$ cat config.mk
export PLATFORM = sky130hd
export DESIGN_NAME = usb_msc_transport_sequencer_flat
export DESIGN_NICKNAME = d
export VERILOG_FILES = /design/src/rtl/ums_pkg.sv /design/src/rtl/ums_in_if.sv /design/src/rtl/ums_out_if.sv /design/src/rtl/ums_step.sv /design/src/rtl/ums_emit.sv /design/src/rtl/usb_msc_transport_sequencer.sv /design/src/flat_wrapper.sv
export SDC_FILE = /design/constraint.sdc
export NUM_CORES = 1
export LEC_CHECK = 0
export BUFFER_PORTS_ARGS = -buffer_cell sky130_fd_sc_hd__buf_2
export CORE_UTILIZATION = 55
export CTS_BUF_LIST = sky130_fd_sc_hd__clkbuf_4 sky130_fd_sc_hd__clkbuf_8 sky130_fd_sc_hd__clkbuf_16
export CTS_CLUSTER_SIZE = 16
export DETAILED_ROUTE_END_ITERATION = 8
export HOLD_SLACK_MARGIN = 0.05
export MAX_ROUTING_LAYER = met4
export PLACE_DENSITY_LB_ADDON = 0.1
export REMOVE_ABC_BUFFERS = 1
export SYNTH_ARGS = -nofsm -noshare
export SYNTH_HDL_FRONTEND = slang
export SYNTH_SLANG_ARGS = --single-unit
$ cat constraint.sdc
create_clock -name clk_i -period 8 [get_ports clk_i]
set_input_delay 1.2 -clock clk_i [delete_from_list [all_inputs] [get_ports clk_i]]
set_output_delay 1.2 -clock clk_i [all_outputs]
set_load 0.03 [all_outputs]
$ cat src/rtl/ums_pkg.sv
// Shared types, codes and helpers of the mass-storage transport sequencer.
`timescale 1ns / 1ps

package ums_pkg;

  // Bulk-only wrapper constants
  localparam logic [31:0] CSW_SIG     = 32'h5342_5355;
  localparam logic [15:0] CBW_SIZE    = 16'd31;
  localparam logic [15:0] CSW_SIZE    = 16'd13;
  localparam logic [4:0]  CDB_MAX_LEN = 5'd12;
  localparam int unsigned MAX_RES     = 3;

  // Transport kinds (the fourth code behaves as CB)
  localparam logic [1:0] KIND_BOT = 2'd0;
  localparam logic [1:0] KIND_CBI = 2'd1;

  // Configuration register indexes
  localparam logic [1:0] CFG_KIND   = 2'd0;
  localparam logic [1:0] CFG_UFI    = 2'd1;
  localparam logic [1:0] CFG_ENABLE = 2'd2;

  typedef enum logic [1:0] {
    CMD_SUBMIT    = 2'd0,
    CMD_XFER_DONE = 2'd1,
    CMD_CTRL_DONE = 2'd2,
    CMD_ABORT     = 2'd3
  } cmd_e;

  typedef enum logic [1:0] {
    XR_OK    = 2'd0,
    XR_FAIL  = 2'd1,
    XR_STALL = 2'd2,
    XR_RSVD  = 2'd3
  } xres_e;

  typedef enum logic [2:0] {
    ST_IDLE   = 3'd0,
    ST_CMD    = 3'd1,
    ST_DATA   = 3'd2,
    ST_STATUS = 3'd3,
    ST_RETRY  = 3'd4
  } stage_e;

  typedef enum logic [1:0] {
    RC_IDLE    = 2'd0,
    RC_RESET   = 2'd1,
    RC_CLR_IN  = 2'd2,
    RC_CLR_OUT = 2'd3
  } recov_e;

  typedef enum logic [2:0] {
    PC_NONE      = 3'd0,
    PC_ADSC      = 3'd1,
    PC_CSW       = 3'd2,
    PC_CSW_RETRY = 3'd3,
    PC_RECOV     = 3'd4
  } pend_e;

  typedef enum logic [3:0] {
    ACT_NONE        = 4'd0,
    ACT_SEND_CBW    = 4'd1,
    ACT_BULK_IN     = 4'd2,
    ACT_BULK_OUT    = 4'd3,
    ACT_READ_CSW    = 4'd4,
    ACT_READ_INTR   = 4'd5,
    ACT_ADSC        = 4'd6,
    ACT_CLR_HALT_IN = 4'd7,
    ACT_CLR_HALT_OUT= 4'd8,
    ACT_MSC_RESET   = 4'd9,
    ACT_SEND_DIAG   = 4'd10,
    ACT_ABORT_EPS   = 4'd11,
    ACT_UNSTALL_IN  = 4'd12,
    ACT_UNSTALL_OUT = 4'd13
  } action_e;

  typedef enum logic [1:0] {
    FS_PASS  = 2'd0,
    FS_FAIL  = 2'd1,
    FS_PHASE = 2'd2
  } fstat_e;

  // One accepted input item
  typedef struct packed {
    cmd_e        cmd;
    logic        from_out_endpoint;
    logic [1:0]  xfer_result;
    logic [15:0] byte_count;
    logic [31:0] length_word;
    logic [31:0] tag_word;
    logic        dir_in;
    logic        has_buffer;
    logic [4:0]  command_length;
    logic [31:0] csw_signature;
    logic [7:0]  status_byte0;
    logic [7:0]  status_byte1;
  } item_t;

  // One result item without the per-step flags
  typedef struct packed {
    action_e     action;
    logic [15:0] len;
    logic        done;
    fstat_e      status;
    logic [31:0] residue;
  } res_t;

  // All results caused by one item
  typedef struct packed {
    res_t [MAX_RES-1:0] res;
    logic [1:0]         last_idx;
    logic               ready;
  } bundle_t;

  function automatic res_t act_res(action_e a, logic [15:0] l);
    res_t r;
    r        = '0;
    r.action = a;
    r.len    = l;
    return r;
  endfunction

  function automatic res_t fin_res(fstat_e s, logic [31:0] v);
    res_t r;
    r         = '0;
    r.action  = ACT_NONE;
    r.done    = 1'b1;
    r.status  = s;
    r.residue = v;
    return r;
  endfunction

endpackage

$ cat src/rtl/ums_in_if.sv
// Input channel: transfer events and command submissions.
`timescale 1ns / 1ps

interface ums_in_if;
  logic        valid;
  logic        ready;
  logic [1:0]  cmd;
  logic        from_out_endpoint;
  logic [1:0]  xfer_result;
  logic [15:0] byte_count;
  logic [31:0] length_word;
  logic [31:0] tag_word;
  logic        dir_in;
  logic        has_buffer;
  logic [4:0]  command_length;
  logic [31:0] csw_signature;
  logic [7:0]  status_byte0;
  logic [7:0]  status_byte1;

  modport source (
    output valid, cmd, from_out_endpoint, xfer_result, byte_count, length_word,
           tag_word, dir_in, has_buffer, command_length, csw_signature,
           status_byte0, status_byte1,
    input  ready
  );

  modport sink (
    input  valid, cmd, from_out_endpoint, xfer_result, byte_count, length_word,
           tag_word, dir_in, has_buffer, command_length, csw_signature,
           status_byte0, status_byte1,
    output ready
  );
endinterface

$ cat src/rtl/ums_out_if.sv
// Output channel: transfer actions and command completions.
`timescale 1ns / 1ps

interface ums_out_if;
  logic        valid;
  logic        ready;
  logic [3:0]  action;
  logic [15:0] action_length;
  logic        done_res;
  logic [1:0]  final_status;
  logic [31:0] final_residue;
  logic        ready_res;
  logic        last;

  modport source (
    output valid, action, action_length, done_res, final_status, final_residue,
           ready_res, last,
    input  ready
  );

  modport sink (
    input  valid, action, action_length, done_res, final_status, final_residue,
           ready_res, last,
    output ready
  );
endinterface

$ cat src/rtl/ums_step.sv
// Sequencer state, configuration registers and per-item decision logic.
`timescale 1ns / 1ps

module ums_step import ums_pkg::*; (
  input  logic       clk_i,
  input  logic       rst_ni,
  input  logic       cfg_we_i,
  input  logic [1:0] cfg_idx_i,
  input  logic [1:0] cfg_wdata_i,
  input  item_t      item_i,
  input  logic       fire_i,
  output bundle_t    bundle_o
);

  logic [1:0]  kind_q;
  logic        ufi_q, en_q;
  stage_e      stage_q, stage_d;
  recov_e      rec_q, rec_d;
  pend_e       pend_q, pend_d;
  logic        stalled_q, stalled_d;
  logic [31:0] slen_q, slen_d;
  logic [31:0] stag_q, stag_d;
  logic        sdir_q, sdir_d;
  logic        sbuf_q, sbuf_d;
  logic [31:0] sres_q, sres_d;

  // Configuration writes
  always_ff @(posedge clk_i or negedge rst_ni) begin
    if (!rst_ni) begin
      kind_q <= KIND_BOT;
      ufi_q  <= 1'b0;
      en_q   <= 1'b0;
    end else if (cfg_we_i) begin
      unique case (cfg_idx_i)
        CFG_KIND:   kind_q <= cfg_wdata_i;
        CFG_UFI:    ufi_q  <= cfg_wdata_i[0];
        CFG_ENABLE: en_q   <= cfg_wdata_i[0];
        default:    ;
      endcase
    end
  end

  // Decide the actions and next state for the held item
  always_comb begin
    res_t [MAX_RES-1:0] r;
    logic [1:0]  n;
    xres_e       xr;
    stage_e      st;
    logic        bot, intr, do_rec, csw_ok;
    logic [4:0]  clen;
    logic [31:0] resid;
    logic [1:0]  k;
    fstat_e      cst;

    r         = '0;
    n         = 2'd0;
    do_rec    = 1'b0;
    csw_ok    = 1'b0;
    clen      = 5'd0;
    resid     = 32'd0;
    k         = 2'd0;
    cst       = FS_PASS;
    bot       = (kind_q == KIND_BOT);
    intr      = (kind_q == KIND_CBI);
    xr        = (item_i.xfer_result == XR_RSVD) ? XR_FAIL : xres_e'(item_i.xfer_result);
    st        = stage_q;
    stage_d   = stage_q;
    rec_d     = rec_q;
    pend_d    = pend_q;
    stalled_d = stalled_q;
    slen_d    = slen_q;
    stag_d    = stag_q;
    sdir_d    = sdir_q;
    sbuf_d    = sbuf_q;
    sres_d    = sres_q;

    unique case (item_i.cmd)
      CMD_SUBMIT: begin
        if (en_q && stage_q == ST_IDLE && rec_q == RC_IDLE) begin
          slen_d    = item_i.length_word;
          stag_d    = item_i.tag_word;
          sdir_d    = item_i.dir_in;
          sbuf_d    = item_i.has_buffer;
          stalled_d = 1'b0;
          stage_d   = ST_CMD;
          if (bot) begin
            r[n] = act_res(ACT_SEND_CBW, 16'd0); n = n + 2'd1;
          end else begin
            clen   = (item_i.command_length > CDB_MAX_LEN) ? CDB_MAX_LEN :
                     item_i.command_length;
            pend_d = PC_ADSC;
            r[n] = act_res(ACT_ADSC, {11'd0, ufi_q ? CDB_MAX_LEN : clen}); n = n + 2'd1;
          end
        end
      end

      CMD_XFER_DONE: begin
        if (bot) begin
          // Command block phase, may fall through to an empty data phase
          if (st == ST_CMD) begin
            if (!item_i.from_out_endpoint || xr != XR_OK || item_i.byte_count != CBW_SIZE) begin
              stage_d = ST_IDLE;
              r[n] = fin_res(FS_FAIL, slen_q); n = n + 2'd1;
              st = ST_IDLE;
            end else if (slen_q != 32'd0 && sbuf_q) begin
              if (slen_q > 32'h0000_FFFF) begin
                stage_d = ST_IDLE;
                r[n] = fin_res(FS_FAIL, slen_q); n = n + 2'd1;
              end else begin
                stage_d = ST_DATA;
                r[n] = act_res(sdir_q ? ACT_BULK_IN : ACT_BULK_OUT, slen_q[15:0]);
                n = n + 2'd1;
              end
              st = ST_IDLE;
            end else begin
              st = ST_DATA;
            end
          end
          // Data phase ends: read the status wrapper, clearing a stall first
          if (st == ST_DATA) begin
            stage_d = ST_STATUS;
            if (xr == XR_STALL) begin
              r[n] = act_res(sdir_q ? ACT_UNSTALL_IN : ACT_UNSTALL_OUT, 16'd0); n = n + 2'd1;
              r[n] = act_res(sdir_q ? ACT_CLR_HALT_IN : ACT_CLR_HALT_OUT, 16'd0);
              n = n + 2'd1;
              pend_d = PC_CSW;
            end else begin
              r[n] = act_res(ACT_READ_CSW, 16'd0); n = n + 2'd1;
            end
          end else if (st == ST_STATUS && xr == XR_OK && item_i.byte_count == 16'd0) begin
            stage_d = ST_RETRY;
            r[n] = act_res(ACT_READ_CSW, 16'd0); n = n + 2'd1;
          end else if (st == ST_STATUS && xr == XR_STALL) begin
            stage_d = ST_RETRY;
            r[n] = act_res(ACT_UNSTALL_IN, 16'd0); n = n + 2'd1;
            r[n] = act_res(ACT_CLR_HALT_IN, 16'd0); n = n + 2'd1;
            pend_d = PC_CSW_RETRY;
          end else if (st == ST_STATUS || st == ST_RETRY) begin
            // Validate the status wrapper
            csw_ok = xr == XR_OK && item_i.byte_count == CSW_SIZE &&
                     item_i.csw_signature == CSW_SIG && item_i.tag_word == stag_q &&
                     item_i.length_word <= slen_q && item_i.status_byte0 <= 8'd2;
            stage_d = ST_IDLE;
            if (!csw_ok) begin
              r[n] = fin_res(FS_FAIL, slen_q); n = n + 2'd1;
              do_rec = 1'b1;
            end else begin
              r[n] = fin_res(fstat_e'(item_i.status_byte0[1:0]), item_i.length_word);
              n = n + 2'd1;
              do_rec = (item_i.status_byte0[1:0] == FS_PHASE);
            end
          end
        end else begin
          if (stage_q == ST_DATA) begin
            resid = ({16'd0, item_i.byte_count} <= slen_q) ?
                    slen_q - {16'd0, item_i.byte_count} : 32'd0;
            if (xr == XR_STALL) begin
              r[n] = act_res(sdir_q ? ACT_UNSTALL_IN : ACT_UNSTALL_OUT, 16'd0); n = n + 2'd1;
              stalled_d = 1'b1;
            end
            if (intr) begin
              sres_d  = resid;
              stage_d = ST_STATUS;
              r[n] = act_res(ACT_READ_INTR, 16'd0); n = n + 2'd1;
            end else begin
              stage_d = ST_IDLE;
              r[n] = fin_res((xr == XR_OK) ? FS_PASS : FS_FAIL, resid); n = n + 2'd1;
              do_rec = (xr != XR_OK);
            end
          end else if (stage_q == ST_STATUS) begin
            // Decode the interrupt status block
            k = item_i.status_byte1[1:0];
            if (xr != XR_OK || item_i.byte_count < 16'd2) begin
              cst = FS_FAIL;
            end else if (ufi_q) begin
              cst = (item_i.status_byte0 == 8'd0 && item_i.status_byte1 == 8'd0) ?
                    FS_PASS : FS_FAIL;
            end else if (item_i.status_byte0 != 8'd0) begin
              cst = FS_FAIL;
            end else begin
              cst = (k == 2'd0) ? FS_PASS : ((k == 2'd1) ? FS_FAIL : FS_PHASE);
            end
            stage_d = ST_IDLE;
            r[n] = fin_res(cst, sres_q); n = n + 2'd1;
            do_rec = (cst == FS_PHASE) || stalled_q;
          end
        end
      end

      CMD_CTRL_DONE: begin
        unique case (pend_q)
          PC_NONE: ;
          PC_RECOV: begin
            // Advance reset recovery
            if (xr != XR_OK) begin
              if (rec_q == RC_CLR_IN || rec_q == RC_CLR_OUT) begin
                if (rec_q == RC_CLR_IN) begin
                  r[n] = act_res(ACT_UNSTALL_IN, 16'd0); n = n + 2'd1;
                end
                r[n] = act_res(ACT_UNSTALL_OUT, 16'd0); n = n + 2'd1;
                rec_d  = RC_IDLE;
                pend_d = PC_NONE;
              end else begin
                rec_d = RC_CLR_IN;
                r[n] = act_res(ACT_CLR_HALT_IN, 16'd0); n = n + 2'd1;
              end
            end else if (rec_q == RC_RESET) begin
              rec_d = RC_CLR_IN;
              r[n] = act_res(ACT_CLR_HALT_IN, 16'd0); n = n + 2'd1;
            end else if (rec_q == RC_CLR_IN) begin
              r[n] = act_res(ACT_UNSTALL_IN, 16'd0); n = n + 2'd1;
              rec_d = RC_CLR_OUT;
              r[n] = act_res(ACT_CLR_HALT_OUT, 16'd0); n = n + 2'd1;
            end else begin
              if (rec_q == RC_CLR_OUT) begin
                r[n] = act_res(ACT_UNSTALL_OUT, 16'd0); n = n + 2'd1;
              end
              rec_d  = RC_IDLE;
              pend_d = PC_NONE;
            end
          end
          PC_CSW, PC_CSW_RETRY: begin
            pend_d  = PC_NONE;
            stage_d = (pend_q == PC_CSW_RETRY) ? ST_RETRY : ST_STATUS;
            r[n] = act_res(ACT_READ_CSW, 16'd0); n = n + 2'd1;
          end
          default: begin
            // Command block sent by control transfer
            pend_d = PC_NONE;
            if (xr != XR_OK) begin
              stage_d = ST_IDLE;
              r[n] = fin_res(FS_FAIL, slen_q); n = n + 2'd1;
            end else if (slen_q != 32'd0 && sbuf_q) begin
              if (slen_q > 32'h0000_FFFF) begin
                stage_d = ST_IDLE;
                r[n] = fin_res(FS_FAIL, slen_q); n = n + 2'd1;
              end else begin
                stage_d = ST_DATA;
                r[n] = act_res(sdir_q ? ACT_BULK_IN : ACT_BULK_OUT, slen_q[15:0]);
                n = n + 2'd1;
              end
            end else if (intr) begin
              sres_d  = 32'd0;
              stage_d = ST_STATUS;
              r[n] = act_res(ACT_READ_INTR, 16'd0); n = n + 2'd1;
            end else begin
              stage_d = ST_IDLE;
              r[n] = fin_res(FS_PASS, 32'd0); n = n + 2'd1;
            end
          end
        endcase
      end

      CMD_ABORT: begin
        if (en_q) begin
          if (rec_q != RC_IDLE) begin
            r[n] = act_res(ACT_ABORT_EPS, 16'd0); n = n + 2'd1;
            rec_d  = RC_IDLE;
            pend_d = PC_NONE;
          end else if (stage_q != ST_IDLE) begin
            r[n] = act_res(ACT_ABORT_EPS, 16'd0); n = n + 2'd1;
            stage_d = ST_IDLE;
            pend_d  = PC_NONE;
            do_rec  = 1'b1;
          end
        end
      end

      default: ;
    endcase

    // Start reset recovery after the step's other actions
    if (do_rec && en_q && rec_d == RC_IDLE) begin
      rec_d  = RC_RESET;
      pend_d = PC_RECOV;
      if (bot) begin
        r[n] = act_res(ACT_MSC_RESET, 16'd0);
      end else begin
        r[n] = act_res(ACT_SEND_DIAG, {11'd0, CDB_MAX_LEN});
      end
      n = n + 2'd1;
    end

    // A step always answers with at least one item
    if (n == 2'd0) begin
      r[0] = act_res(ACT_NONE, 16'd0);
      n    = 2'd1;
    end

    bundle_o.res      = r;
    bundle_o.last_idx = n - 2'd1;
    bundle_o.ready    = en_q && stage_d == ST_IDLE && rec_d == RC_IDLE;
  end

  // Commit state when the item is taken
  always_ff @(posedge clk_i or negedge rst_ni) begin
    if (!rst_ni) begin
      stage_q   <= ST_IDLE;
      rec_q     <= RC_IDLE;
      pend_q    <= PC_NONE;
      stalled_q <= 1'b0;
      slen_q    <= 32'd0;
      stag_q    <= 32'd0;
      sdir_q    <= 1'b0;
      sbuf_q    <= 1'b0;
      sres_q    <= 32'd0;
    end else if (fire_i) begin
      stage_q   <= stage_d;
      rec_q     <= rec_d;
      pend_q    <= pend_d;
      stalled_q <= stalled_d;
      slen_q    <= slen_d;
      stag_q    <= stag_d;
      sdir_q    <= sdir_d;
      sbuf_q    <= sbuf_d;
      sres_q    <= sres_d;
    end
  end

endmodule

$ cat src/rtl/ums_emit.sv
// Result register: holds one item's results and hands them out one by one.
`timescale 1ns / 1ps

module ums_emit import ums_pkg::*; (
  input  logic    clk_i,
  input  logic    rst_ni,
  input  bundle_t bundle_i,
  input  logic    load_i,
  output logic    free_o,
  ums_out_if.source out_o
);

  logic       valid_q;
  bundle_t    bundle_q;
  logic [1:0] idx_q;
  logic       is_last, pop;
  res_t       cur;

  assign cur     = bundle_q.res[idx_q];
  assign is_last = (idx_q == bundle_q.last_idx);
  assign pop     = valid_q && out_o.ready;
  assign free_o  = !valid_q || (pop && is_last);

  // Load a new set of results or advance through the held one
  always_ff @(posedge clk_i or negedge rst_ni) begin
    if (!rst_ni) begin
      valid_q <= 1'b0;
      idx_q   <= 2'd0;
    end else if (load_i) begin
      valid_q <= 1'b1;
      idx_q   <= 2'd0;
    end else if (pop) begin
      if (is_last) begin
        valid_q <= 1'b0;
        idx_q   <= 2'd0;
      end else begin
        idx_q <= idx_q + 2'd1;
      end
    end
  end

  always_ff @(posedge clk_i) begin
    if (load_i) begin
      bundle_q <= bundle_i;
    end
  end

  // Drive the output item
  assign out_o.valid         = valid_q;
  assign out_o.action        = cur.action;
  assign out_o.action_length = cur.len;
  assign out_o.done_res      = cur.done;
  assign out_o.final_status  = cur.status;
  assign out_o.final_residue = cur.residue;
  assign out_o.ready_res     = bundle_q.ready;
  assign out_o.last          = is_last;

endmodule

$ cat src/rtl/usb_msc_transport_sequencer.sv
// Top level of the host-side USB mass-storage transport sequencer.
//
//   channel    direction  carries
//   in_ch_i    in         submit, transfer done, control done and abort events
//   out_ch_o   out        transfer actions, completions with status and residue
//   cfg_*_i    in         transport kind, UFI subclass and enable writes
//
// An event is taken into an input register and decided combinationally; its one to
// three results then leave from the result register at one per cycle while the output is ready.
// A new event is accepted every cycle while each yields a single result and the output is ready;
// an event with more results holds the input side until its last result is taken.
// Reset clears all state and configuration; no clearing pass is needed.
// A stalled output holds the result register, then the input register, then ready.
`timescale 1ns / 1ps

module usb_msc_transport_sequencer import ums_pkg::*; (
  input  logic       clk_i,
  input  logic       rst_ni,
  input  logic       cfg_we_i,
  input  logic [1:0] cfg_idx_i,
  input  logic [1:0] cfg_wdata_i,
  ums_in_if.sink     in_ch_i,
  ums_out_if.source  out_ch_o
);

  logic    inq_valid_q;
  item_t   inq_q;
  logic    fire, emit_free;
  bundle_t bundle;

  assign fire           = inq_valid_q && emit_free;
  assign in_ch_i.ready  = !inq_valid_q || fire;

  // Hold the accepted item until its results can be registered
  always_ff @(posedge clk_i or negedge rst_ni) begin
    if (!rst_ni) begin
      inq_valid_q <= 1'b0;
    end else if (in_ch_i.ready) begin
      inq_valid_q <= in_ch_i.valid;
    end
  end

  always_ff @(posedge clk_i) begin
    if (in_ch_i.valid && in_ch_i.ready) begin
      inq_q.cmd               <= cmd_e'(in_ch_i.cmd);
      inq_q.from_out_endpoint <= in_ch_i.from_out_endpoint;
      inq_q.xfer_result       <= in_ch_i.xfer_result;
      inq_q.byte_count        <= in_ch_i.byte_count;
      inq_q.length_word       <= in_ch_i.length_word;
      inq_q.tag_word          <= in_ch_i.tag_word;
      inq_q.dir_in            <= in_ch_i.dir_in;
      inq_q.has_buffer        <= in_ch_i.has_buffer;
      inq_q.command_length    <= in_ch_i.command_length;
      inq_q.csw_signature     <= in_ch_i.csw_signature;
      inq_q.status_byte0      <= in_ch_i.status_byte0;
      inq_q.status_byte1      <= in_ch_i.status_byte1;
    end
  end

  ums_step u_step (
    .clk_i       (clk_i),
    .rst_ni      (rst_ni),
    .cfg_we_i    (cfg_we_i),
    .cfg_idx_i   (cfg_idx_i),
    .cfg_wdata_i (cfg_wdata_i),
    .item_i      (inq_q),
    .fire_i      (fire),
    .bundle_o    (bundle)
  );

  ums_emit u_emit (
    .clk_i    (clk_i),
    .rst_ni   (rst_ni),
    .bundle_i (bundle),
    .load_i   (fire),
    .free_o   (emit_free),
    .out_o    (out_ch_o)
  );

endmodule

$ cat src/flat_wrapper.sv
// flat-port wrapper written by rule: the top's interface ports become plain ports
module usb_msc_transport_sequencer_flat import ums_pkg::*;
  (clk_i, rst_ni, cfg_we_i, cfg_idx_i, cfg_wdata_i, in_ch_i_valid, in_ch_i_cmd, in_ch_i_from_out_endpoint, in_ch_i_xfer_result, in_ch_i_byte_count, in_ch_i_length_word, in_ch_i_tag_word, in_ch_i_dir_in, in_ch_i_has_buffer, in_ch_i_command_length, in_ch_i_csw_signature, in_ch_i_status_byte0, in_ch_i_status_byte1, in_ch_i_ready, out_ch_o_valid, out_ch_o_action, out_ch_o_action_length, out_ch_o_done_res, out_ch_o_final_status, out_ch_o_final_residue, out_ch_o_ready_res, out_ch_o_last, out_ch_o_ready);
  ums_in_if in_ch_i_i ();
  ums_out_if out_ch_o_i ();
  input  logic clk_i;
  input  logic rst_ni;
  input  logic cfg_we_i;
  input  logic [1:0] cfg_idx_i;
  input  logic [1:0] cfg_wdata_i;
  input wire logic [$bits(in_ch_i_i.valid)-1:0] in_ch_i_valid;
  input wire logic [$bits(in_ch_i_i.cmd)-1:0] in_ch_i_cmd;
  input wire logic [$bits(in_ch_i_i.from_out_endpoint)-1:0] in_ch_i_from_out_endpoint;
  input wire logic [$bits(in_ch_i_i.xfer_result)-1:0] in_ch_i_xfer_result;
  input wire logic [$bits(in_ch_i_i.byte_count)-1:0] in_ch_i_byte_count;
  input wire logic [$bits(in_ch_i_i.length_word)-1:0] in_ch_i_length_word;
  input wire logic [$bits(in_ch_i_i.tag_word)-1:0] in_ch_i_tag_word;
  input wire logic [$bits(in_ch_i_i.dir_in)-1:0] in_ch_i_dir_in;
  input wire logic [$bits(in_ch_i_i.has_buffer)-1:0] in_ch_i_has_buffer;
  input wire logic [$bits(in_ch_i_i.command_length)-1:0] in_ch_i_command_length;
  input wire logic [$bits(in_ch_i_i.csw_signature)-1:0] in_ch_i_csw_signature;
  input wire logic [$bits(in_ch_i_i.status_byte0)-1:0] in_ch_i_status_byte0;
  input wire logic [$bits(in_ch_i_i.status_byte1)-1:0] in_ch_i_status_byte1;
  output wire logic [$bits(in_ch_i_i.ready)-1:0] in_ch_i_ready;
  output wire logic [$bits(out_ch_o_i.valid)-1:0] out_ch_o_valid;
  output wire logic [$bits(out_ch_o_i.action)-1:0] out_ch_o_action;
  output wire logic [$bits(out_ch_o_i.action_length)-1:0] out_ch_o_action_length;
  output wire logic [$bits(out_ch_o_i.done_res)-1:0] out_ch_o_done_res;
  output wire logic [$bits(out_ch_o_i.final_status)-1:0] out_ch_o_final_status;
  output wire logic [$bits(out_ch_o_i.final_residue)-1:0] out_ch_o_final_residue;
  output wire logic [$bits(out_ch_o_i.ready_res)-1:0] out_ch_o_ready_res;
  output wire logic [$bits(out_ch_o_i.last)-1:0] out_ch_o_last;
  input wire logic [$bits(out_ch_o_i.ready)-1:0] out_ch_o_ready;
  assign in_ch_i_i.valid = in_ch_i_valid;
  assign in_ch_i_i.cmd = in_ch_i_cmd;
  assign in_ch_i_i.from_out_endpoint = in_ch_i_from_out_endpoint;
  assign in_ch_i_i.xfer_result = in_ch_i_xfer_result;
  assign in_ch_i_i.byte_count = in_ch_i_byte_count;
  assign in_ch_i_i.length_word = in_ch_i_length_word;
  assign in_ch_i_i.tag_word = in_ch_i_tag_word;
  assign in_ch_i_i.dir_in = in_ch_i_dir_in;
  assign in_ch_i_i.has_buffer = in_ch_i_has_buffer;
  assign in_ch_i_i.command_length = in_ch_i_command_length;
  assign in_ch_i_i.csw_signature = in_ch_i_csw_signature;
  assign in_ch_i_i.status_byte0 = in_ch_i_status_byte0;
  assign in_ch_i_i.status_byte1 = in_ch_i_status_byte1;
  assign in_ch_i_ready = in_ch_i_i.ready;
  assign out_ch_o_valid = out_ch_o_i.valid;
  assign out_ch_o_action = out_ch_o_i.action;
  assign out_ch_o_action_length = out_ch_o_i.action_length;
  assign out_ch_o_done_res = out_ch_o_i.done_res;
  assign out_ch_o_final_status = out_ch_o_i.final_status;
  assign out_ch_o_final_residue = out_ch_o_i.final_residue;
  assign out_ch_o_ready_res = out_ch_o_i.ready_res;
  assign out_ch_o_last = out_ch_o_i.last;
  assign out_ch_o_i.ready = out_ch_o_ready;
  usb_msc_transport_sequencer u_core (.clk_i(clk_i), .rst_ni(rst_ni), .cfg_we_i(cfg_we_i), .cfg_idx_i(cfg_idx_i), .cfg_wdata_i(cfg_wdata_i), .in_ch_i(in_ch_i_i), .out_ch_o(out_ch_o_i));
endmodule
==> impl_results.md, run 1 <==
* Setup_tns at 0 ns
* Final Hold Viols at 0
* Slowest cell on crit path: a21oi_2
* First-pass GRT wire length at 78800 microns
* Relative slew margins at about 17%
* Core Area at roughly 33000 sq um
* Die Width at roughly 190 microns
* Rows at 67
* Drt initial violations at 1251
* Routability Congestion at 0.967
* Async SR Flop Fraction at approximately a third
* Worst Tran Pin Value at 1.24 ns
* Post-CTS Setup Repair Bufs at 0
* Area Growth Syn to Fin at 15.2%
* EDFF count, synth at 243
* CP startpoint kind: flip-flop
* Worst Setup Slack, final at 2.81 ns
* Routed wire per std cell at 22.2 microns
* Max frequency at 0.193 GHz
* CTS buffer count at 41
* Max-cap violation count at 0
* ANT nets after route at 0
* Adder-Cell Fraction of Synth Area at 4.73%
* Detailed placement HPWL at 36300 microns
* Delay-heaviest family, CP: simple AND/OR/NAND/NOR gates
* Mapped Area at 18700 sq um
* Crit path DAT at between 5 and 6 ns
* Pin count of the biggest net entering global routing at 87
* Worst hold path type: reg -> reg
* Clk slew on worst S/H paths at 0.06 ns
* Outcome: complete, no violations
* Avg Inst Size Synth at 11.2 sq um
* Initial antenna violation count at 3
* Fin nets at 2077
* Post-route cell area at 21500 sq um
* Yosys warns at 0
* Maximum VDD drop at 0.000263 V
* Mapped Cells at 1664
* Num ports at 208
* Yosys reg bits at 358
* Gr usage total at 31.4%
* Critical path required time at 8.44 ns
* Clk_skew at 0.0238 ns
* FF+latch area at 10200 sq um
* Slowest cell delay on critical path at around 0.7 ns
* Max Root-Sink Buffers at 3
* Placed cell area at 20100 sq um
* Die Y at 186 microns
* Hold buffer count at CTS at 0
* Clk Latency, worst-skew pair at slightly below 0.6 ns
* Clock period minus worst slack at just over 5 ns
* CTS tree: built
* Fin. max-slew vios at 0
* Final setup fails at 0
* Core Util, Final at 64.3%
* Total wire length at 51900 microns
* Initial Utilization at 55.8%
* H-tree Lvls at 2
* Total power at 7.05 mW
* Drt drc at 0
* Post-Synth XOR/XNOR Area at 2.63%
* Die Footprint at 34700 sq um
* Synth Area in Compound Gates at 12.7%
* Multi-input logic area at just under 8000 sq um
* Post-CTS Resized at 0
* CP endpoint kind: flip-flop
* Share of cells above drive strength 1 at 22.8%
* Vias in the first global route at 13600
* Worst slack, placed at 2.96 ns
* Largest family of logic cells by synthesized area: simple AND/OR/NAND/NOR gates
* Flop2flop setup slack at roughly 2.8 ns
* Vias per inst at 6.08
* Cell area power density at about 330 nW/um^2
* Seq/Total Area, Yosys at 54.5%
* Critical path, cell by cell: nor4_1 -> nand3_1 -> nor3_1 -> a21oi_1 -> inv_1 -> ha_1 -> or3_1 -> o211ai_2 -> inv_1 -> ha_1 -> a21o_1 -> a21oi_2 -> and3_1
* Clock sink total at around 360
* Tcrit/Tclk final at around two thirds
* Worst Path Buf+Inv at 2
* RSZ-0062 raised after global routing: no
* Via count at between 10000 and 15000
* Mux contribution to synthesized area at just under 7%
* Setup CP Type: reg -> reg
* Main flop type after synthesis: edfxtp_1
* Drt first pass iters at 7
* PortBufs at just over 200
* Pleak at between 8 and 9 nW
* Total gr overflow at 0
* Crit-path max FO at 16
* Post-synthesis cell type count at 92
* Layout fillers at 2732
* Synth Area in Simple Gates at 15.1%
* Clock root cell: clkbuf_16
[per-stage QoR]
stage | hold slack, ns | std cells
5_1_grt | 0.499 | 2342
4_1_cts | 0.478 | 2339
3_3_place_gp | 0.457 | 2263
6_report | 0.476 | 2343
3_5_place_dp | 0.466 | 2263
2_1_floorplan | 0.445 | 1588
[per-layer routing]
| metal | up-vias | wire length, microns | global-route usage, % |
|---|---|---|---|
| met5 | - | 0 | - |
| met4 | 0 | 1260 | 9.97 |
| met3 | 90 | 3820 | 4.93 |
| met2 | 624 | 24300 | 48.9 |
| met1 | 6959 | 22500 | 42.4 |
| li1 | 6569 | - | - |
[worst register-to-register path, stage by stage (launching register included)]
cell      delay (ns)
edfxtp_1        0.38
nor4_1          0.69
nand3_1         0.25
nor3_1          0.43
a21oi_1         0.32
inv_1           0.26
ha_1            0.26
or3_1           0.39
o211ai_2        0.34
inv_1           0.16
ha_1            0.33
a21o_1          0.23
a21oi_2         0.70
and3_1          0.32
[final timing paths]
check,startpoint,endpoint,cells past startpoint
setup / recovery,u_core.inq_q[131],u_core.u_emit.bundle_q[49],13
hold / removal,u_core.inq_q[54],u_core.u_step.sdir_q,1
setup reg to reg,u_core.inq_q[131],u_core.u_emit.bundle_q[49],13
hold reg to reg,u_core.inq_q[54],u_core.u_step.sdir_q,1
max in group asynchronous,rst_ni,u_core.u_emit.idx_q[1],2
min in group asynchronous,rst_ni,u_core.u_step.stag_q[15],1
[power by group]
group	leakage, nW	total, mW	internal (mW)	switching, mW
combinational	4.06	2.47	0.732	1.74
clock	0.693	1.89	1.13	0.760
sequential	3.83	2.69	2.46	0.231
[kinds of logic (layout without fill, tap and decap cells)]
kind of cell / count (synthesis) / count (layout)
adders and majority gates: 70 / 70
buffers and inverters: 152 / 379
DFF: 358 / 358
muxes: 119 / 119
xor gates and xnor gates: 56 / 56
other: 1 / 5
AOI/OAI and AO/OA: 356 / 356
and+or+nand+nor: 552 / 552
[final cells by class]
cell class                 count  share of cell area, %
multi-input combinational   1154                   36.7
antenna                        4                 0.0466
sequential                   358                   47.3
tap                          448                   2.61
inverter                      76                   1.34
timing repair buffer         227                   5.53
clock buffer                  62                   5.70
clock inverter                14                  0.704
[state kept, by name, indices dropped and copies added, names as in the netlist, 2 cells and up]
name,cells
u_core.u_step.stage_q,3
u_core.u_emit.idx_q,2
u_core.inq_q,140
u_core.u_step.stag_q,32
u_core.u_step.rec_q,2
u_core.u_step.kind_q,2
u_core.u_step.pend_q,3
u_core.u_step.sres_q,32
u_core.u_step.slen_q,32
u_core.u_emit.bundle_q,102
[cells in the final DEF (no fill, tap or decap), drive strengths merged, types with 24 or more instances in the layout]
cell type and n:
a21oi 91, ha 69, mux2i 45, nor3 50
xnor2 47, a31oi 29, nand4 28, clkbuf 62
edfxtp 243, dfrtp 115, nand2 166, and2 24
mux2 74, o21ai 108, inv 78, nand3 34
nor2 106, buf 227, nor4 29
[synth_stat cells (all sizes together) (10+ instances only)]
cell type    n  area (sq um)
a21o        13          97.6
a21oi       91           470
a22oi       18           135
a31oi       29           250
and2        24           154
and3        23           144
buf         24           153
clkbuf      52           195
dfrtp      115          2880
edfxtp     243          7300
ha          69           863
inv         76           285
mux2        74           837
mux2i       45           450
nand2      166           623
nand2b      23           144
nand3       34           180
nand4       28           175
nor2       106           398
nor3        50           250
nor3b       11          87.6
nor4        29           213
o21ai      108           552
or2         10          65.1
or3         10          62.6
xnor2       47           412
Note: power is estimated with default switching activity, not from simulation.
==> run 2, diff against run 1 <==
clock period = 5.15 ns   (was 8 ns; I/O delays follow)
==> impl_results.md, run 2 (same netlist as run 1, synthesis figures left out) <==
* Clock sink total at 358
* Clock period minus worst slack at 4.66 ns
* Drt initial violations at 1337
* Biggest regs: u_core.inq_q (140), u_core.u_emit.bundle_q (102)
* Share of cells above drive strength 1 at 23.6%
* Post-route cell area at 21600 sq um
* CTS buffer count at 40
* Drt drc at 0
* Pint at 6.64 mW
* Setup_tns at 0 ns
* CP startpoint kind: flip-flop
* Initial antenna violation count at 2
* Pleak at 8.69 nW
* CP endpoint kind: flip-flop
* Core Area at 33400 sq um
* Delay-heaviest family, CP: compound AO/OA/AOI/OAI gates
* RSZ-0062 raised after global routing: no
* Clock share of power at 25.4%
* Fin nets at 2104
* Sequential share of power at 38.0%
* Most frequent cells in the layout: edfxtp_1 (243), buf_2 (206), nand2_1 (165)
* Relative slew margins at 20.6%
* Max frequency at 0.215 GHz
* Worst hold path type: in -> async
* Total wire length at 52100 microns
* Vias per inst at ~6.0
* Drt first pass iters at 8
* Sw Ratio at 39.0%
* Max-cap violation count at 0
* Sw Pwr at 4.24 mW
* Num ports at 208
* Worst Setup Slack, final at ~0.5 ns
* Worst slack, placed at approximately 0.57 ns
* Final Hold Viols at 0
* CTS tree: built
* Final hold slack at 0.305 ns
* Combinational share of power at between 30 and 40%
* Critical path required time at 5.58 ns
* Worst Tran Pin Value at 1.19 ns
* Most common cell after layout, fill and taps aside: edfxtp_1
* Post-CTS Resized at 0
* Vias in the first global route at 13400
* Routed wire per std cell at 22.0 microns
* Area Growth Syn to Fin at 15.9%
* Clk_skew at 0.0176 ns
* Routability Congestion at 0.969
* Max Root-Sink Buffers at 3
* Total power at about 11 mW
* PortBufs at 207
* Detailed placement HPWL at 37200 microns
* Max FFs per register at 140
* Rows at 67
* Slowest cell on crit path: a21oi_2
* Placed cell area at 20400 sq um
* ANT nets after route at 0
* Crit-path max FO at 15
* Die Y at 186 microns
* Setup CP Type: reg -> reg
* Final setup fails at 0
* Clock root cell: clkbuf_16
* Fin. max-slew vios at 0
* Die Width at 186 microns
* Pin count of the biggest net entering global routing at 67
* H-tree Lvls at 2
* Crit path DAT at 5.09 ns
* Slowest cell delay on critical path at just under 0.7 ns
* Critical path, cell by cell: nor4_2 -> nand4_1 -> o21ai_1 -> a21oi_1 -> inv_1 -> ha_1 -> or3_1 -> o211ai_2 -> inv_1 -> ha_1 -> a21o_1 -> a21oi_2 -> o311a_1
* Via count at 14200
* Worst Path Buf+Inv at 2
* Gr usage total at between 30% and 40%
* Hold buffer count at CTS at 0
* Clk slew on worst S/H paths at 0.06 ns
* Total gr overflow at 0
* Clk Latency, worst-skew pair at 0.57 ns
* Biggest register: u_core.inq_q
* Die Footprint at 34700 sq um
* Tcrit/Tclk final at approximately 90%
* First-pass GRT wire length at 78000 microns
* Post-CTS Setup Repair Bufs at 0
* Initial Utilization at 55.8%
* Maximum VDD drop at 0.000540 V
* Cell area power density at 503 nW/um^2
* Outcome: complete, no violations
run 2: path summary, 6_finish.rpt:
check	startpoint	to	slack, ns	cells past startpoint
min	rst_ni	u_core.u_step.slen_q[3]	0.31	1
max in group asynchronous	rst_ni	u_core.u_step.slen_q[8]	3.79	2
min reg2reg	u_core.u_step.sres_q[24]	u_core.u_step.sres_q[24]	0.48	2
max reg2reg	u_core.u_step.slen_q[16]	u_core.u_emit.bundle_q[56]	0.49	13
max	u_core.u_step.slen_q[16]	u_core.u_emit.bundle_q[56]	0.49	13
min in group clk_i	in_ch_i_status_byte1[2]	u_core.inq_q[2]	0.38	1
run 2: power by group through the flow:
| stage | sequential [mW] | combinational, mW | clock [mW] |
|---|---|---|---|
| after floorplan | 4.24 | 2.48 | 0 |
| after global placement | 4.17 | 3.91 | 0 |
| after detailed placement | 4.19 | 3.93 | 0 |
| after CTS | 4.13 | 3.95 | 2.81 |
| after global routing | 4.20 | 4.29 | 2.92 |
| final | 4.14 | 3.98 | 2.77 |
run 2: area by class of cell:
cell class | count | area (sq um)
timing repair buffer | 255 | 1440
clock buffer | 53 | 1130
fill | 2696 | 11800
multi-input combinational | 1154 | 7890
tap | 448 | 561
antenna | 2 | 5.00
inverter | 76 | 288
clock inverter | 21 | 138
sequential | 358 | 10200
run 2: worst reg2reg max path: stages, from the launching register on:
cell and delay [ns]:
dfrtp_1 0.50, nor4_2 0.46, nand4_1 0.34, o21ai_1 0.26
a21oi_1 0.26, inv_1 0.25, ha_1 0.25, or3_1 0.39
o211ai_2 0.18, inv_1 0.11, ha_1 0.30, a21o_1 0.22
a21oi_2 0.68, o311a_1 0.30
run 2: layer usage:
layer	part of all wire, %	vias up	GRT usage [%]
met5	0	-	-
met4	2.9	0	11.1
met3	7.4	93	5.57
met2	45	581	47.1
met1	44	6915	42.8
li1	-	6615	-
run 2: metrics by stage:
stage	util, %	instances
floorplan	-	1588
global placement	60.8	2291
detailed placement	60.8	2291
CTS	64.7	2365
global route	64.7	2367
finish	64.7	2367
==> run 3, diff against run 2 <==
--- a/config.mk
+++ b/config.mk
@@ -7,5 +7,7 @@
 export LEC_CHECK = 0
 export BUFFER_PORTS_ARGS = -buffer_cell sky130_fd_sc_hd__buf_2
-export CORE_UTILIZATION = 55
+export CELL_PAD_IN_SITES_DETAIL_PLACEMENT = 0
+export CELL_PAD_IN_SITES_GLOBAL_PLACEMENT = 2
+export CORE_UTILIZATION = 39
 export CTS_BUF_LIST = sky130_fd_sc_hd__clkbuf_4 sky130_fd_sc_hd__clkbuf_8 sky130_fd_sc_hd__clkbuf_16
 export CTS_CLUSTER_SIZE = 16
==> constraint.sdc (replaced) <==
create_clock -name clk_i -period 5.15 [get_ports clk_i]
set_input_delay 0.7725 -clock clk_i [delete_from_list [all_inputs] [get_ports clk_i]]
set_output_delay 0.7725 -clock clk_i [all_outputs]
set_load 0.05 [all_outputs]
==> impl_results.md, run 3 (same netlist as run 1, synthesis figures left out) <==
* Relative slew margins at between 20% and 30%
* CP endpoint kind: flip-flop
* Biggest register: u_core.inq_q
* H-tree Lvls at 2
* Area Growth Syn to Fin at 18.4%
* Initial Utilization at between 30 and 40%
* Setup CP Type: reg -> reg
* Drt initial violations at approximately 1100
* Tcrit/Tclk final at 92.1%
* Fin nets at 2114
* Worst Tran Pin Value at roughly 1.2 ns
* Max FFs per register at 140
* Pleak at 8.81 nW
* Max-cap violation count at 0
* Post-CTS Resized at 0
* RSZ-0062 raised after global routing: no
* Initial antenna violation count at 2
* First-pass GRT wire length at 89000 microns
* Core Area at ~47000 sq um
* Num ports at 208
* Die Y at 221 microns
* Most frequent cells in the layout: edfxtp_1 (243), buf_2 (206), nand2_1 (165)
* Detailed placement HPWL at 42100 microns
* Slowest cell on crit path: nor4_1
* Delay-heaviest family, CP: simple AND/OR/NAND/NOR gates
* Final Hold Viols at 0
* Total wire length at 59400 microns
* Max Root-Sink Buffers at 3
* Slowest cell delay on critical path at 0.80 ns
* Cell area power density at 530 nW/um^2
* Setup_tns at 0 ns
* Worst Path Buf+Inv at 3
* Worst Setup Slack, final at 0.404 ns
* Worst hold path type: in -> async
* Clk slew on worst S/H paths at about 0.06 ns
* PortBufs at 207
* Vias per inst at approximately 5.6
* Via count at 14100
* CTS buffer count at 42
* Critical path, cell by cell: nor4_1 -> nand4_1 -> o21ai_1 -> a21oi_1 -> inv_1 -> ha_1 -> or3_1 -> o211ai_2 -> inv_1 -> ha_1 -> a21o_1 -> a31oi_2 -> o21ai_4 -> buf_12 -> a31oi_1
* Routability Congestion at 0.893
* Pin count of the biggest net entering global routing at 141
* Clock sink total at 358
* Clk Latency, worst-skew pair at 0.58 ns
* Share of cells above drive strength 1 at around a quarter
* Worst slack, placed at 0.569 ns
* Drt first pass iters at 7
* Drt drc at 4
* Outcome: complete, but fails checks
* Layout fillers at 4403
* Clk_skew at 0.0135 ns
* Max frequency at 0.211 GHz
* Fin. max-slew vios at 0
* Crit-path max FO at 19
* Clock root cell: clkbuf_16
* CP startpoint kind: flip-flop
* Hold buffer count at CTS at 0
* CTS tree: built
* Die Width at about 220 microns
* Crit path DAT at 5.16 ns
* Biggest regs: u_core.inq_q (140), u_core.u_emit.bundle_q (102)
* Die Footprint at 48700 sq um
* ANT nets after route at 0
* Critical path required time at 5.57 ns
* Vias in the first global route at 14100
* Total gr overflow at 0
* Final setup fails at 0
* Post-CTS Setup Repair Bufs at 0
* Clock period minus worst slack at 4.75 ns
* Rows at 79
* Gr usage total at 25.6%
* Routed wire per std cell at 23.4 microns
* Maximum VDD drop at 0.000302 V
* Most common cell after layout, fill and taps aside: edfxtp_1
* Failing checks: DRC
==> run 3: area by class of cell <==
| type | instances | area (sq um) | area share (%) |
|---|---|---|---|
| Clock inverter | 23 | 272 | 1.23 |
| Tap cell | 607 | 759 | 3.44 |
| Antenna cell | 2 | 5.00 | 0.0226 |
| Timing Repair Buffer | 263 | 1530 | 6.94 |
| Clock buffer | 54 | 1170 | 5.30 |
| Inverter | 76 | 288 | 1.30 |
| Sequential cell | 358 | 10200 | 46.0 |
| Multi-Input combinational cell | 1154 | 7900 | 35.7 |
==> run 3: layer usage <==
metal | part of all wire [%] | vias to the layer above | GRT usage [%]
met2 | 46 | 428 | 39.4
met4 | 2.4 | 0 | 7.60
met1 | 46 | 6956 | 34.8
li1 | - | 6642 | -
met5 | 0 | - | -
met3 | 5.6 | 85 | 3.86
==> run 3: final timing paths <==
path | depth (start not counted) | slack [ns] | start | endpoint
setup / recovery | 15 | 0.40 | u_core.u_step.slen_q[0] | u_core.u_emit.bundle_q[15]
hold / removal | 1 | 0.33 | rst_ni | u_core.u_step.slen_q[10]
setup reg to reg | 15 | 0.40 | u_core.u_step.slen_q[0] | u_core.u_emit.bundle_q[15]
hold reg to reg | 2 | 0.48 | u_core.u_step.sres_q[24] | u_core.u_step.sres_q[24]
max in group asynchronous | 2 | 3.72 | rst_ni | u_core.u_emit.idx_q[1]
min in group clk_i | 1 | 0.36 | in_ch_i_status_byte0[2] | u_core.inq_q[10]
==> run 3: per-stage QoR <==
| stage | total power, mW | instances | hold WS, ns | instance area [sq um] | util, % |
|---|---|---|---|---|---|
| 6_report | 11.7 | 2537 | 0.334 | 22100 | 47.2 |
| 5_1_grt | 12.3 | 2537 | 0.333 | 22100 | 47.2 |
| 4_1_cts | 11.8 | 2535 | 0.324 | 22100 | 47.2 |
| 3_5_place_dp | 8.67 | 2458 | 0.467 | 20700 | 44.1 |
| 3_3_place_gp | 8.67 | 2458 | 0.457 | 20700 | 44.1 |
| 2_1_floorplan | 7.09 | 1588 | 0.445 | 18300 | - |
==> run 3: where the power goes <==
part | leakage (nW) | switching (mW) | total, mW | internal (mW)
logic | 4.28 | 3.21 | 4.47 | 1.26
registers | 3.83 | 0.345 | 4.16 | 3.81
clock network | 0.709 | 1.26 | 3.09 | 1.83
total | 8.81 | 4.82 | 11.7 | 6.89
